`src/sv/rbbea_pkg.sv`:
```
// Package for the RGB box blur: widths, limits and the request code.
// No dependencies.
package rbbea_pkg;
  localparam int RadiusDefault   = 1;
  localparam int MaxWidthDefault = 1024;
  localparam int MaxHeight       = 4096;
  localparam int HeightBits      = 13;
  localparam int WidthBits       = 11;
  localparam int PixBits         = 24;
  localparam logic ReqPixel      = 1'b0;
  localparam logic ReqFlush      = 1'b1;
  localparam logic CfgHeight     = 1'b0;
  localparam logic CfgWidth      = 1'b1;
endpackage

```
`src/sv/rbbea_div.sv`:
```
// Sequential restoring divider for one pixel sum over up to 2^CntBits - 1 samples.
// Depends on rbbea_pkg.
module rbbea_div import rbbea_pkg::*; #(
  parameter int SumBits = 14,
  parameter int CntBits = 7
) (
  input  logic               clk,
  input  logic               rst,
  input  logic               start,
  input  logic [SumBits-1:0] num,
  input  logic [CntBits-1:0] den,
  output logic               done,
  output logic [7:0]         quo
);
  localparam int StepBits = $clog2(SumBits + 1);
  logic [SumBits-1:0] q;
  logic [CntBits:0]   r;
  logic [CntBits-1:0] d;
  logic [StepBits-1:0] step;
  logic busy;
  logic [CntBits:0] r_sh;

  always_comb begin
    r_sh = {r[CntBits-1:0], q[SumBits-1]};
  end

  always_ff @(posedge clk) begin
    if (rst) begin
      busy <= 1'b0;
      done <= 1'b0;
    end else begin
      done <= 1'b0;
      if (start) begin
        busy <= 1'b1;
        q    <= num;
        d    <= den;
        r    <= '0;
        step <= StepBits'(SumBits);
      end else if (busy) begin
        if (r_sh >= {1'b0, d}) begin
          r <= r_sh - {1'b0, d};
          q <= {q[SumBits-2:0], 1'b1};
        end else begin
          r <= r_sh;
          q <= {q[SumBits-2:0], 1'b0};
        end
        step <= step - 1'b1;
        if (step == StepBits'(1)) begin
          busy <= 1'b0;
          done <= 1'b1;
        end
      end
    end
  end

  assign quo = q[7:0];
endmodule
```
`config.mk`:
```
export PLATFORM = sky130hd
export DESIGN_NAME = rbbea_div
export DESIGN_NICKNAME = d
export VERILOG_FILES = /design/src/sv/rbbea_pkg.sv /design/src/sv/rbbea_div.sv
export SDC_FILE = /design/constraint.sdc
export NUM_CORES = 1
export LEC_CHECK = 0
export ABC_AREA = 1
export BUFFER_PORTS_ARGS = -buffer_cell sky130_fd_sc_hd__buf_4
export CORE_MARGIN = 2
export CORE_UTILIZATION = 45
export DETAILED_ROUTE_END_ITERATION = 8
export PLACE_DENSITY = 0.66
export SLEW_MARGIN = 20
export SYNTH_ARGS = -nofsm -noshare
export SYNTH_HDL_FRONTEND = slang
export SYNTH_SLANG_ARGS = --single-unit
export TNS_END_PERCENT = 30
```
`constraint.sdc`:
```
create_clock -name clk -period 4.8 [get_ports clk]
set_clock_uncertainty 0.1 [all_clocks]
set_input_delay 0.72 -clock clk [delete_from_list [all_inputs] [get_ports clk]]
set_output_delay 0.72 -clock clk [all_outputs]
set_load 0.02 [all_outputs]
```
**After elaboration in Yosys (flattened, before gate mapping)**

Cells that the tools add are included.
Widths: inputs -> output; s select.

- Register bits: 34
- Input port bits: 24
- Output and inout bits: 9
- Logic and storage cells: 26

- Add/sub/neg operators: 2
- Magnitude comparators: 1
- Eq/ne operators: 1
- Mux-type cells: 10
- Bitwise logic cells: 2
- Reduce and logical (&&, ||, !) cells: 4

Operator list:

| operator | count |
|---|---|
| $mux 14 | 2 |
| $mux 7 | 2 |
| $ge 8x7->1 | 1 |
| $sub 7x7->7 | 1 |
| $mux 1 | 5 |
| $eq 4x1->1 const B | 1 |
| $mux 4 | 1 |
| $reduce_and 2->1 | 2 |
| $sub 4x1->4 const B | 1 |
| $reduce_or 3->1 | 1 |
| $not 1->1 | 2 |
| $reduce_bool 2->1 | 1 |

**Depth between registers and ports, before layout**

- Depth in word-level cells: 4
- Gate-level depth with buffers: 12

**Worst setup path after synthesis**

OpenSTA, ideal clock, no wires.

- Path kind: input to register
- Start: input start
- End: register q[0] (enable)
- Arrival time: 2.030 ns
- Required time: 4.283 ns
- Path slack: 2.253 ns
- Cell stages on the path: 2
- Cells stage by stage: inv_2 -> a21oi_1

- Cells in the longest elaborated chain, start to end: 2

RTL lines:

| item | RTL line | text |
|---|---|---|
| from (decl) | rbbea_div.sv:9 | `input logic start,` |
| $reduce_bool 2->1 (no source line) | -- |  |
| $reduce_and 2->1 (no source line) | -- |  |
| to (signal assigned) | rbbea_div.sv:35 | `q <= num;` |
| to (signal assigned) | rbbea_div.sv:42 | `q <= {q[SumBits-2:0], 1'b1};` |
| to (signal assigned) | rbbea_div.sv:45 | `q <= {q[SumBits-2:0], 1'b0};` |
| to (decl) | rbbea_div.sv:16 | `logic [SumBits-1:0] q;` |

No other way between the ends.
A chain may end at the register's enable or synchronous reset.

**Final worst setup path**

- Start: input start
- End: register r[6] (enable)

- Cells in the longest elaborated chain, start to end: 2

RTL lines:

| item | RTL line | text |
|---|---|---|
| $reduce_bool 2->1 (no source line) | -- |  |
| $reduce_and 2->1 (no source line) | -- |  |
| to (signal assigned) | rbbea_div.sv:41 | `r <= r_sh - {1'b0, d};` |
| to (signal assigned) | rbbea_div.sv:44 | `r <= r_sh;` |
| to (decl) | rbbea_div.sv:17 | `logic [CntBits:0] r;` |

No other way between the ends.

==> flow_summary.ini <==
[placed_design]
gp_congestion = 0.7490
io_buffers = 32
dp_hpwl_microns = 2510
place_inst = 291

[yosys]
ys_types = 23
synth_area_sq_mm = 0.001903
ys_seq_elements = 34
yosysSeqAreaShare_pct = 52.60
postSynthCellCount = 221
ys_warn_count = 0
syn_area_per_cell_sq_um = 8.611
synth_area_leaders = edfxtp_1, nand2_1, inv_1, ha_1, nor2_1
synth_top_cell_by_area = edfxtp_1
synth.top_cell.area_share_pct = 50.49
syn-num-nets = 255

[cts]
cts_hold_buffers = 0
cts_tree = done
clockBufferDepth = 2
cts_resized = 0
post_cts_buffers = 0
cts.htree.levels = 2
clock_latency_ns = 0.28
cts_num_sinks = 34
cts_buffers = 5
root_buffer = clkbuf_8
clkTransAtPathRegs_ns = 0.06

[setup_path]
cp_data_required_time_ns = 4.67
worstSetupStartpointType = primary input
worstSetupEndpointType = flip-flop
arrival_ns = 2.01
crit_fanout = 23
worstReg2RegStart = q[13]
r2r_setup_slack_ns = 2.77
crit_type = in -> reg
reg2reg_to = r[1]
worstRegToRegCells = 12

[power]
ir_drop_uv = 203.9
p_per_area_mw_per_mm2 = 324.3
leakagePower_nw = 1.082
p_total_mw = 0.7223

[global_routing]
grt_util_all_layers_pct = 15.22
grt_antenna_before_repair = 0
grt_pass1_vias = 1352
grt_max_degree = 24
grt.overflow.total = 0
grt_pass1_wl_microns = 5802

[layout]
fin_nets = 282
diodes = 0
syn2layout_area_growth_pct = 17.03
fill_cells = 391
drive_above_1_share_pct = 18.47
layout.cells.non_filler = 299

[drt]
vias = 1389
drtAntennaViolNets = 0
drc = 0
vias_per_cell = 4.645
routedWlPerCell_microns = 10.90
dr.pass1.iters = 4
finalWirelength_microns = 3259
first_iter_violations = 54

[sta]
rsz0062_at_grt = false
fin_tns_setup_ns = 0
fin_crit_ns = 2.136
maxClockFrequency_mhz = 468.2
fin_crit_sh_pct = 44.49
tightest_slew_ns = 0.7534
relSlewSlack_pct = 49.59
maxSlewViolCount = 0
hold_viol_final = 0
setup-violations-final = 0

[floorplanning]
rows = 23
start_util_pct = 47.24
fp.dieArea_sq_mm = 0.004765
core_region_area_sq_mm = 0.004029
dieHeight_microns = 69.03
die_w_microns = 69.03
pin_count = 33

[min_path]
hold_end = done
holdPathStages = 2
hp-class = reg -> reg
worstHoldStart = busy

[outcome]
status = completed

[run]
maxCapViolCount = 0
synthesized netlist by cell type, drive strengths merged:
library cell,n
edfxtp,32
dfxtp,2
nand4,3
clkbuf,3
buf,10
nand3,13
nand2,78
xnor2,2
nor4,1
nor3,1
or2,1
inv,33
clkinv,1
ha,9
a21oi,5
o21ai,4
fa,1
nor2,22
power breakdown:
| part | internal (mW) | switching [mW] | total, mW | leakage (nW) |
|---|---|---|---|---|
| sequential | 0.352 | 0.00912 | 0.361 | 0.321 |
| clock | 0.115 | 0.0936 | 0.209 | 0.0482 |
| combinational | 0.0618 | 0.0903 | 0.152 | 0.713 |
| total | 0.529 | 0.193 | 0.722 | 1.08 |
final cells by class:
| type | count | area [sq um] | area share [%] |
|---|---|---|---|
| sequential | 34 | 1001 | 44.94 |
| clock buffer | 7 | 86.33 | 3.876 |
| inverter | 34 | 127.6 | 5.730 |
| clock inverter | 1 | 5.005 | 0.2247 |
| multi-input combinational | 140 | 696.9 | 31.29 |
| tap | 50 | 62.56 | 2.809 |
| timing repair buffer | 33 | 247.7 | 11.12 |
state kept, by name (all words and copies together), names as in the netlist:
register  count
q            14
done          1
step          4
d             7
r             7
busy          1
metal layers:
layer,GRT usage (%),vias to the layer above,routed length [microns]
met4,9.368,0,103
met5,0,-,0
met3,3.363,7,101
met1,20.36,607,1586
li1,-,745,-
met2,22.44,30,1467
worst max-delay path, stage by stage:
cell	delay, ns
buf_4	0.21
inv_2	0.20
a21oi_2	0.53
buf_4	0.34
layout by cell type (no fill, tap or decap):
cell / Yosys / layout
a21oi_1: 4 / 3
a21oi_2: 0 / 1
a21oi_4: 1 / 1
buf_4: 8 / 33
clkbuf_1: 3 / 1
clkbuf_8: 0 / 6
clkinv_1: 1 / 1
clkinv_2: 0 / 1
dfxtp_1: 2 / 2
edfxtp_1: 32 / 32
fa_1: 1 / 1
ha_1: 9 / 9
inv_1: 31 / 31
inv_2: 2 / 2
nand2_1: 77 / 77
nand2_2: 1 / 1
nand3_1: 13 / 13
nand4_1: 3 / 3
nor2_1: 21 / 21
nor2_4: 1 / 1
nor3_1: 1 / 1
nor4_1: 1 / 1
o21ai_1: 4 / 4
or2_1: 1 / 1
xnor2_1: 2 / 2
per-stage QoR:
stage	instance area, sq um	util, %	hold WS, ns	setup WS [ns]
after floorplan	1903	-	0.3209	2.253
after global placement	2136	53.01	0.3777	2.368
after detailed placement	2136	53.01	0.3681	2.332
after CTS	2227	55.28	0.3778	2.632
after global routing	2227	55.28	0.4033	2.512
final	2227	55.28	0.3824	2.664
worst max-delay path by stage:
| stage | startpoint | endpoint | slack, ns |
|---|---|---|---|
| global placement | start | q[3] | 2.37 |
| finish | start | r[6] | 2.66 |
| CTS | start | r[5] | 2.63 |
| detailed placement | start | q[4] | 2.33 |
| floorplan | start | q[0] | 2.25 |
| global route | start | r[5] | 2.51 |
cells by family after synthesis:
family | Yosys count | synth area share (%)
AO/OA/AOI/OAI | 9 | 2.959
flip-flops | 34 | 52.60
adder cells (fa/ha/maj) | 10 | 6.969
AND/OR/NAND/NOR | 119 | 25.58
buffers and inverters | 47 | 10.98
XOR/XNOR | 2 | 0.9206
(Power assumes the default switching activity.)
